[config.mk]
export PLATFORM = sky130hd
export DESIGN_NAME = sktab_cmp
export DESIGN_NICKNAME = d
export VERILOG_FILES = /design/src/rtl/sktab_pkg.sv /design/src/rtl/sktab_cmp.sv
export SDC_FILE = /design/constraint.sdc
export NUM_CORES = 1
export LEC_CHECK = 0
export BUFFER_PORTS_ARGS = -buffer_cell sky130_fd_sc_hd__buf_4
export CAP_MARGIN = 15
export CORE_AREA = 2 2 76 78
export DETAILED_ROUTE_END_ITERATION = 12
export DIE_AREA = 0 0 78 80
export PLACE_DENSITY = 0.74
export SYNTH_ARGS = -nofsm -noshare
export SYNTH_HDL_FRONTEND = slang
export SYNTH_SLANG_ARGS = --single-unit
[constraint.sdc]
create_clock -name vclk -period 1.7
set_clock_uncertainty 0.05 [all_clocks]
set_input_delay 0.085 -clock vclk [all_inputs]
set_output_delay 0.085 -clock vclk [all_outputs]
set_load 0.02 [all_outputs]
[src/rtl/sktab_pkg.sv]
// Shared types, constants and helpers for the sorted key table search unit.
`default_nettype none

package sktab_pkg;

  // Table geometry defaults
  localparam int unsigned MaxEntries  = 256;
  localparam int unsigned MaxKeyBytes = 8;

  // Field widths
  localparam int unsigned KeyW     = 64;
  localparam int unsigned IdxFldW  = 8;
  localparam int unsigned CntRegW  = 9;
  localparam int unsigned LenRegW  = 4;
  localparam int unsigned CfgIdxW  = 2;
  localparam int unsigned CfgDataW = 9;
  localparam int unsigned InDataW  = 80;
  localparam int unsigned OutDataW = 16;

  // Configuration register indexes
  localparam logic [CfgIdxW-1:0] CfgEntryCount = 2'd0;
  localparam logic [CfgIdxW-1:0] CfgKeyLength  = 2'd1;
  localparam logic [CfgIdxW-1:0] CfgThreshold  = 2'd2;

  // Configuration reset values
  localparam logic [CntRegW-1:0] EntryCountRst = 9'd1;
  localparam logic [LenRegW-1:0] KeyLengthRst  = 4'd1;
  localparam logic [CntRegW-1:0] ThresholdRst  = 9'd8;

  // Request kinds carried on tuser
  localparam logic OpLoad  = 1'b0;
  localparam logic OpQuery = 1'b1;

  // Outcome of one key compare
  typedef struct packed {
    logic eq;  // masked entry equals masked query
    logic lt;  // masked query below masked entry
  } cmp_res_t;

  // Byte mask covering the low nbytes bytes of a key
  function automatic logic [KeyW-1:0] key_mask(input logic [LenRegW-1:0] nbytes);
    logic [KeyW-1:0] m;
    m = '0;
    for (int i = 0; i < KeyW / 8; i++) begin
      m[i*8 +: 8] = (LenRegW'(i) < nbytes) ? 8'hFF : 8'h00;
    end
    return m;
  endfunction

endpackage

`default_nettype wire

[src/rtl/sktab_cmp.sv]
// Shared key comparator: masked equality and unsigned ordering of two keys.
`default_nettype none

module sktab_cmp (
  input  wire logic [sktab_pkg::KeyW-1:0] query_i,   // already masked
  input  wire logic [sktab_pkg::KeyW-1:0] entry_i,
  input  wire logic [sktab_pkg::KeyW-1:0] mask_i,
  output sktab_pkg::cmp_res_t             res_o
);

  logic [sktab_pkg::KeyW-1:0] entry_m;

  // Big-endian packing makes a plain unsigned compare lexicographic
  assign entry_m   = entry_i & mask_i;
  assign res_o.eq  = (entry_m == query_i);
  assign res_o.lt  = (query_i < entry_m);

endmodule

`default_nettype wire

# After elaboration in Yosys (flattened, before gate mapping)
# Index checks and enable logic that the tools add are counted.
# W data, S select, Z words.
[word_totals] in_bits=192 out_inout_bits=2 ff_bits=0
[classes] n_lt_le_gt_ge=1 eq_ne=1 bitwise=1
[op_table] operator="$and A64 B64 Y64" count=1
[op_table] operator="$eq A64 B64 Y1" count=1
[op_table] operator="$lt A64 B64 Y1" count=1

# Logic depth before layout (Yosys ltp)
# Gate-level depths: netlist of run 1.
[depth] depth_word=2 ltp_mapped=7 mapped_depth_nobuf=7

# Least setup slack after synthesis of run 1
# No wires, ideal clock.
[synth_path] path_kind="input-to-output" from="input entry_i[7] (netlist name)" to="output res_o[0] (netlist name)" required_ns=1.565 path_buffers=0 t_arrival_ns=1.969 path_slack_ns=-0.404 cell_stages=7 path_cell_list="nand2_1 > ha_1 > and3_1 > a221o_1 > a221oi_2 > a31oi_1 > nor4_1"
[synth_rtl] element="from (decl)" line_no="sktab_cmp.sv:6" rtl="input wire logic [sktab_pkg::KeyW-1:0] entry_i,"
[synth_rtl] element="to (decl)" line_no="sktab_cmp.sv:8" rtl="output sktab_pkg::cmp_res_t res_o"

==> results of run 1 <==
==> routing by layer <==
metal  global-route usage  vias to the layer above
met2                0.456                      115
met4               0.0281                        0
met5                    0                        -
li1                     -                     1301
met3               0.0385                        8
met1                0.198                     1137
==> worst max-delay path: cells and delay by family <==
| kind | cells | cell delay, ps |
|---|---|---|
| compound gates | 4 | 790 |
| simple gates | 2 | 360 |
| buf+inv | 2 | 290 |
| fa+ha+maj | 1 | 210 |
==> cell families (layout without fill, tap and decap cells) <==
logic type / count (synthesis) / after routing / synth area share
adder cells (fa/ha/maj): 64 / 64 / 0.495
AND/OR/NAND/NOR: 115 / 115 / 0.313
buffers and inverters: 4 / 218 / 0.00927
AO/OA/AOI/OAI: 48 / 48 / 0.183
==> area by class of cell <==
class | count | share of cell area
Tap cell | 72 | 0.0231
Multi-Input combinational cell | 227 | 0.540
Inverter | 4 | 0.00385
Timing Repair Buffer | 214 | 0.433
==> synthesized netlist by cell type, drive strengths merged (2+ instances only) <==
| library cell | instances |
|---|---|
| nand2 | 78 |
| ha | 64 |
| a21oi | 26 |
| nand4 | 14 |
| nand3 | 7 |
| o21ai | 7 |
| a21o | 4 |
| a221oi | 4 |
| inv | 4 |
| nor4 | 4 |
| nor2 | 3 |
| nor3 | 3 |
| nand2b | 2 |
==> repair_timing <==
item                                    CTS  global route
resized for setup                        76            15
endpoints found under the hold margin     0             0
endpoints found under the setup margin    2             2
hold buffers                              0             0
buffers inserted                          3             2
pin swaps                                45            13
==> cells in the final DEF, fill, tap and decap left out, drive strengths merged <==
cell     netlist  final
a21o           4      4
nor4           4      4
nand4         14     14
o21ai          7      7
nor2b          1      1
inv            4      4
a31oi          1      1
nand3          7      7
nand2         78     78
and3           1      1
nand2b         2      2
o221ai         1      1
o21a           1      1
buf            0    214
a221oi         4      4
a21oi         26     26
nor2           3      3
o2111ai        1      1
ha            64     64
nor3           3      3
a2bb2oi        1      1
and4           1      1
a221o          1      1
o311a          1      1
and2           1      1
==> stage by stage <==
step	utilization	area [um^2]	hold WS, ps
after floorplan	-	1660	462
after global placement	0.614	3320	696
after detailed placement	0.614	3320	722
after CTS	0.700	3780	657
after global routing	0.721	3900	685
final	0.721	3900	665
==> worst paths after layout <==
kind  slack, ps        to
min         670  res_o[0]
max        -170  res_o[0]
==> where the power goes <==
part	internal (W)	switching [W]
clock network	0	0
logic	0.000564	0.000347
registers	0	0
==> qor_table.md, run 1 <==
| Parameter | This run | Unit |
| --- | --- | --- |
| Number of maximum-capacitance violations | 0 | - |
| Detailed-routed wire length on met3 | 592 | um |
| M1 wire length | 2430 | um |
| Count of TritonRoute iterations in the first routing pass | 4 | - |
| Critical Path Sink Type | primary output | - |
| Max VDD drop | 0.000122 | V |
| I/O pin total | 194 | - |
| Filler cell count in the final layout | 420 | - |
| Die span in y | 80 | um |
| Hold violation count in the final report | 0 | - |
| Number of antenna violations at the first check in global routing | 0 | - |
| CP cell instances | buf_4 -> nand2_2 -> ha_4 -> a21oi_1 -> o21ai_1 -> a221oi_1 -> o221ai_2 -> nor4_4 -> buf_4 | - |
| Share of Yosys cell area claimed by the top area cell type | 0.495 | - |
| Row Count | 27 | - |
| Diode count | 0 | - |
| Highest cell delay on the worst timing path | 340 | ps |
| Highest clock rate | 0.536 | GHz |
| Critical path class | input pin to primary output | - |
| Number of nets produced by synthesis | 487 | - |
| Post-synthesis area per instance | 7.01 | um^2 |
| Min Clock Period, post-route | 1870 | ps |
| Global-route wire length before repair | 10700 | um |
| Master of the slowest instance on the critical path | a221oi_1 | - |
| Nets@finish | 703 | - |
| Number of sequential cells | 0 | - |
| Post-route total power | 0.000911 | W |
| Avg WL per Cell | 14.1 | um |
| Vias in the first global route | 2662 | - |
| Maximum number of pins on one net before global-route repair | 5 | - |
| DIE AREA | 0.00624 | mm^2 |
| Worst Min Path Start | query_i[63] | - |
| Worst hold path type | input pin to primary output | - |
| Lkg Pwr | 1.96 | nW |
| Warning count from the yosys run | 0 | - |
| Final setup violation count | 2 | - |
| Sum of net half-perimeters after detailed placement | 5940 | um |
| Most prevalent standard cell on the critical path | buf_4 | - |
| Post-synthesis to final-layout area growth | 141 | % |
| Share of layout cells above drive strength 1 | 0.609 | - |
| Failing checks | negative setup slack | - |
| Highest metal layer with signal wires | met4 | - |
| Portion of the clock cycle consumed by the worst path in the final layout | 1.10 | - |
| Area taken by flip-flops and latches | 0 | um^2 |
| Accumulated negative setup slack | -311 | ps |
| Post-place setup slack | -287 | ps |
| Final cell count without fillers | 517 | - |
| # DRC | 0 | - |
| Outcome | complete, but fails checks | - |
| Netlist Area Pre-Place | 0.00162 | mm^2 |
| Routed Antenna Nets | 0 | - |
| Core Box Area | 0.00541 | mm^2 |
| Starting density of the core | 0.300 | - |
| WL met2 | 4160 | um |
| Signal arrival time at the worst endpoint | 1730 | ps |
| DRC violation total after the first TritonRoute iteration | 41 | - |
| Via count normalized by instance count | 4.95 | - |
| Worst-margin pin slew | 314 | ps |
| Maximum fanout count along the critical path | 2 | - |
| Gate count of the mapped netlist | 231 | - |
| Final setup slack of the worst path | -167 | ps |
| Slew margin rel. | 0.791 | - |
| Vias | 2561 | - |
| Count of cells along the worst hold path | 6 | - |
| Horizontal die dimension | 78 | um |
| RSZ-0062 raised after global routing | true | - |
| GRT overflow | 0 | - |
| Count of buffers from port buffering | 194 | - |
| Slew Limit Fails | 0 | - |
| Startpoint of the most critical setup path | entry_i[49] | - |
| Power density over the cells | 234 | mW/mm^2 |
| Post-Route WL | 7280 | um |
| Number of clock-tree buffers in the layout | 0 | - |
| Unique masters post-synth | 25 | - |
| Synth top area cells | ha_1, nand2_1, a21oi_1 | - |
| Last weighted congestion value of the routability-driven placer | 0.754 | - |
| All-layer global routing usage | 0.207 | - |
| Post-synthesis sequential area ratio | 0 | - |
| Number of placed instances, taps included | 512 | - |
| Cell taking the most area after synthesis | ha_1 | - |
| Worst endpoint required time | 1560 | ps |
| Multi-input logic area | 0.00210 | mm^2 |
| Worst setup SP type | input pin | - |
(Power assumes the default switching activity.)
==> inputs of run 2 (changes only) <==
--- a/config.mk
+++ b/config.mk
@@ -7,10 +7,10 @@
 export LEC_CHECK = 0
 export BUFFER_PORTS_ARGS = -buffer_cell sky130_fd_sc_hd__buf_4
 export CAP_MARGIN = 15
-export CORE_AREA = 2 2 76 78
+export CORE_AREA = 2 2 75 77
 export DETAILED_ROUTE_END_ITERATION = 12
-export DIE_AREA = 0 0 78 80
-export PLACE_DENSITY = 0.74
+export DIE_AREA = 0 0 77 79
+export PLACE_DENSITY = 0.86
 export SYNTH_ARGS = -nofsm -noshare
 export SYNTH_HDL_FRONTEND = slang
 export SYNTH_SLANG_ARGS = --single-unit
==> constraint.sdc (replaced) <==
create_clock -name vclk -period 2.32
set_clock_uncertainty 0.05 [all_clocks]
set_input_delay 0.116 -clock vclk [all_inputs]
set_output_delay 0.116 -clock vclk [all_outputs]
set_load 0.02 [all_outputs]
==> qor_table.md, run 2 (same netlist as run 1, synthesis figures left out) <==
| Parameter | This run | Unit |
| --- | --- | --- |
| Portion of the clock cycle consumed by the worst path in the final layout | 0.885 | - |
| Number of clock-tree buffers in the layout | 0 | - |
| Horizontal die dimension | 77 | um |
| Worst hold path type | input pin to primary output | - |
| Highest cell delay on the worst timing path | 350 | ps |
| Lkg Pwr | 1.73 | nW |
| Most prevalent standard cell on the critical path | buf_4 | - |
| Hold violation count in the final report | 0 | - |
| Critical path class | input pin to primary output | - |
| Diode count | 0 | - |
| Final-layout worst hold slack | 747 | ps |
| Final setup violation count | 0 | - |
| Count of hold buffers inserted by post-cts repair | 0 | - |
| Vias in the first global route | 2454 | - |
| I/O pin total | 194 | - |
| GRT overflow | 0 | - |
| Finished layout cell area | 0.00318 | mm^2 |
| Last weighted congestion value of the routability-driven placer | 0.720 | - |
| Row Count | 27 | - |
| Number of sequential cells | 0 | - |
| Post-place setup slack | 263 | ps |
| Via count normalized by instance count | 4.85 | - |
| Number of antenna violations at the first check in global routing | 0 | - |
| Post-placement cell area | 0.00317 | mm^2 |
| Global-route wire length before repair | 10100 | um |
| Core Box Area | 0.00534 | mm^2 |
| Vias | 2414 | - |
| DIE AREA | 0.00608 | mm^2 |
| Area taken by flip-flops and latches | 0 | um^2 |
| Multi-input logic area | 0.00161 | mm^2 |
| Slew Limit Fails | 0 | - |
| RSZ-0062 raised after global routing | false | - |
| Starting density of the core | 0.303 | - |
| Nets@finish | 684 | - |
| Cells resized by post-CTS repair | 0 | - |
| Max VDD drop | 0.0000831 | V |
| Highest clock rate | 0.487 | GHz |
| Worst setup SP type | input pin | - |
| Number of maximum-capacitance violations | 0 | - |
| Min Clock Period, post-route | 2050 | ps |
| Critical Path Sink Type | primary output | - |
| Leading cell type in the layout, fill and taps excluded | buf_4 | - |
| Sum of net half-perimeters after detailed placement | 5890 | um |
| Worst endpoint required time | 2150 | ps |
| Maximum fanout count along the critical path | 2 | - |
| Number of placed instances, taps included | 498 | - |
| Outcome | complete, no violations | - |
| CP cell instances | buf_4 -> ha_1 -> a21o_1 -> a221o_1 -> a221oi_2 -> a31oi_1 -> nor4_2 -> buf_4 | - |
| Power density over the cells | 164 | mW/mm^2 |
| Most used cells in the layout excluding fill and tap cells | buf_4, nand2_1, ha_1 | - |
| Signal arrival time at the worst endpoint | 1890 | ps |
| Post-synthesis to final-layout area growth | 96.4 | % |
| Post-Route WL | 6240 | um |
| Buffers inserted by post-CTS timing repair | 0 | - |
| Maximum number of pins on one net before global-route repair | 5 | - |
| Share of layout cells above drive strength 1 | 0.462 | - |
| Final setup slack of the worst path | 267 | ps |
| Filler cell count in the final layout | 500 | - |
| Count of buffers from port buffering | 194 | - |
| Accumulated negative setup slack | 0 | ps |
| All-layer global routing usage | 0.194 | - |
| Slew margin rel. | 0.719 | - |
| # DRC | 0 | - |
| Die span in y | 79 | um |
| Final cell count without fillers | 498 | - |
| DRC violation total after the first TritonRoute iteration | 35 | - |
| Worst-margin pin slew | 419 | ps |
| Count of TritonRoute iterations in the first routing pass | 4 | - |
| Avg WL per Cell | 12.5 | um |
| Routed Antenna Nets | 0 | - |
| Master of the slowest instance on the critical path | a221o_1 | - |
[run 2: cell count changes in the layout (fill, tap and decap cells not counted), moves of 2 or more]
| cell | change |
|---|---|
| nand2_1 | +24 |
| ha_1 | +23 |
| ha_4 | -23 |
| buf_6 | -22 |
| nand2_4 | -16 |
| nand2_2 | -8 |
| buf_4 | +3 |
| nor4_1 | +3 |
| nor4_4 | -2 |
[run 2: area by class of cell]
cell class | instances | share of cell area
inverter | 4 | 0.00472
tap | 72 | 0.0283
multi-input combinational | 227 | 0.506
timing repair buffer | 195 | 0.460
[run 2: path summary, 6_finish.rpt]
kind	startpoint	endpoint	slack, ps	depth (start not counted)
hold / removal	query_i[1]	res_o[1]	750	5
setup / recovery	query_i[6]	res_o[0]	270	8
[run 2: metal layers]
layer	track usage	part of all wire	vias to the layer above
li1	-	-	1262
met1	0.205	0.36	1018
met2	0.414	0.54	126
met3	0.0295	0.087	8
met4	0.0143	0.010	0
met5	0	0	-
[run 2: worst max-delay path, delay by kind of cell]
family,cells,cell delay [ps]
and+or+nand+nor,1,260
AOI/OAI and AO/OA,4,910
buffers and inverters,2,300
adders and majority gates,1,300
[run 2: metrics by stage]
step,power [W],util
floorplan,0.000212,-
global placement,0.000501,0.594
detailed placement,0.000522,0.594
CTS,0.000525,0.594
global route,0.000595,0.596
finish,0.000522,0.596
[run 2: power breakdown]
part	leakage (nW)	switching [W]	internal [W]
clock network	0	0	0
registers	0	0	0
logic	1.73	0.000193	0.000329
total	1.73	0.000193	0.000329
==> inputs of run 3 (changes only) <==
--- a/config.mk
+++ b/config.mk
@@ -7,10 +7,11 @@
 export LEC_CHECK = 0
 export BUFFER_PORTS_ARGS = -buffer_cell sky130_fd_sc_hd__buf_4
 export CAP_MARGIN = 15
-export CORE_AREA = 2 2 75 77
+export CORE_AREA = 2 2 76 78
 export DETAILED_ROUTE_END_ITERATION = 12
-export DIE_AREA = 0 0 77 79
-export PLACE_DENSITY = 0.86
+export DIE_AREA = 0 0 78 80
+export PLACE_DENSITY = 0.84
+export RECOVER_POWER = 25
 export SYNTH_ARGS = -nofsm -noshare
 export SYNTH_HDL_FRONTEND = slang
 export SYNTH_SLANG_ARGS = --single-unit
==> constraint.sdc (replaced) <==
create_clock -name vclk -period 2.1
set_clock_uncertainty 0.05 [all_clocks]
set_input_delay 0.105 -clock vclk [all_inputs]
set_output_delay 0.105 -clock vclk [all_outputs]
set_load 0.02 [all_outputs]
==> qor_table.md, run 3 (same netlist as run 1, synthesis figures left out) <==
| Parameter | This run | Unit |
| --- | --- | --- |
| Lkg Pwr | 1.74 | nW |
| Worst setup SP type | input pin | - |
| Post-place setup slack | 14.9 | ps |
| Power density over the cells | 181 | mW/mm^2 |
| Starting density of the core | 0.300 | - |
| Master of the slowest instance on the critical path | a221o_1 | - |
| Count of buffers from port buffering | 194 | - |
| Max VDD drop | 0.0000968 | V |
| Number of antenna violations at the first check in global routing | 0 | - |
| Slew Limit Fails | 0 | - |
| Sum of net half-perimeters after detailed placement | 5790 | um |
| Horizontal die dimension | 78 | um |
| DIE AREA | 0.00624 | mm^2 |
| Detailed-routed wire length on met3 | 556 | um |
| GRT overflow | 0 | - |
| Die span in y | 80 | um |
| Highest clock rate | 0.489 | GHz |
| Filler cell count in the final layout | 503 | - |
| Worst-margin pin slew | 296 | ps |
| Final cell count without fillers | 499 | - |
| Last weighted congestion value of the routability-driven placer | 0.744 | - |
| Most prevalent standard cell on the critical path | buf_4 | - |
| RSZ-0062 raised after global routing | false | - |
| Share of layout cells above drive strength 1 | 0.471 | - |
| Via count normalized by instance count | 4.86 | - |
| All-layer global routing usage | 0.178 | - |
| Count of TritonRoute iterations in the first routing pass | 4 | - |
| Vias in the first global route | 2316 | - |
| Area taken by flip-flops and latches | 0 | um^2 |
| Highest cell delay on the worst timing path | 370 | ps |
| Vias | 2424 | - |
| WL met2 | 3370 | um |
| Core Box Area | 0.00541 | mm^2 |
| Buffers inserted by post-CTS timing repair | 0 | - |
| Number of maximum-capacitance violations | 0 | - |
| Highest metal layer with signal wires | met4 | - |
| Maximum number of pins on one net before global-route repair | 5 | - |
| M1 wire length | 2190 | um |
| Critical Path Sink Type | primary output | - |
| Most used cells in the layout excluding fill and tap cells | buf_4, nand2_1, ha_1 | - |
| Routed Antenna Nets | 0 | - |
| Global-route wire length before repair | 9360 | um |
| Avg WL per Cell | 12.3 | um |
| Post-synthesis to final-layout area growth | 97.9 | % |
| Worst endpoint required time | 1950 | ps |
| Row Count | 27 | - |
| Multi-input logic area | 0.00163 | mm^2 |
| Share of the core filled with cells | 0.593 | - |
| Leading cell type in the layout, fill and taps excluded | buf_4 | - |
| Number of clock-tree buffers in the layout | 0 | - |
| Critical path class | input pin to primary output | - |
| Min Clock Period, post-route | 2040 | ps |
| DRC violation total after the first TritonRoute iteration | 39 | - |
| Portion of the clock cycle consumed by the worst path in the final layout | 0.973 | - |
| Outcome | complete, no violations | - |
| Nets@finish | 685 | - |
| Number of placed instances, taps included | 499 | - |
| I/O pin total | 194 | - |
| Final setup slack of the worst path | 56.5 | ps |
| # DRC | 0 | - |
| Worst hold path type | input pin to primary output | - |
| Post-Route WL | 6150 | um |
| Post-route total power | 0.000580 | W |
| CP cell instances | buf_4 -> nand2_1 -> ha_1 -> a21o_1 -> a221o_1 -> a221oi_2 -> a31oi_1 -> nor4_2 -> buf_4 | - |
| Accumulated negative setup slack | 0 | ps |
| Diode count | 0 | - |
| Number of sequential cells | 0 | - |
| Hold violation count in the final report | 0 | - |
| Slew margin rel. | 0.801 | - |
| Maximum fanout count along the critical path | 2 | - |
| Signal arrival time at the worst endpoint | 1890 | ps |
| Final setup violation count | 0 | - |
## run 3: cell types whose count changed in the layout (fill, tap and decap cells not counted)
cell / before / now
buf_4: 195 / 196
nor4_1: 3 / 2
nor4_2: 1 / 2
a221oi_1: 3 / 2
a221oi_2: 1 / 2
nor3_2: 0 / 1
nor3_1: 3 / 2
## run 3: repair_timing
action	4_1_cts	5_1_grt
pin swaps	1	2
hold buffers	0	0
resized for setup	0	3
setup endpoints to repair	1	2
## run 3: metrics by stage
step	hold slack (ps)	instance area [um^2]
detailed placement	719	3190
global placement	708	3190
finish	713	3200
floorplan	474	1630
CTS	721	3190
global route	749	3200
## run 3: final cells by class
class / instances / area share
timing repair buffer: 196 / 0.459
inverter: 4 / 0.00469
tap: 72 / 0.0281
multi-input combinational: 227 / 0.508
## run 3: path summary, 6_finish.rpt
path / slack (ps) / depth (start not counted) / to / startpoint
setup / recovery: 60 / 9 / res_o[0] / entry_i[6]
hold / removal: 710 / 5 / res_o[1] / query_i[1]
## run 3: power breakdown
group	leakage [nW]	switching, W	total (W)	internal, W
combinational	1.74	0.000215	0.000580	0.000365
clock	0	0	0	0
sequential	0	0	0	0
## run 3: critical path: cells and delay by family
| family | cells | cell delay (ps) |
|---|---|---|
| AO/OA/AOI/OAI | 4 | 970 |
| adder cells (fa/ha/maj) | 1 | 290 |
| AND/OR/NAND/NOR | 2 | 280 |
| buffers and inverters | 2 | 270 |
## run 3: metal layers
layer,vias to the layer above,global-route usage
met5,-,0
met3,6,0.0328
met2,115,0.364
li1,1262,-
met4,0,0.00702
met1,1041,0.197
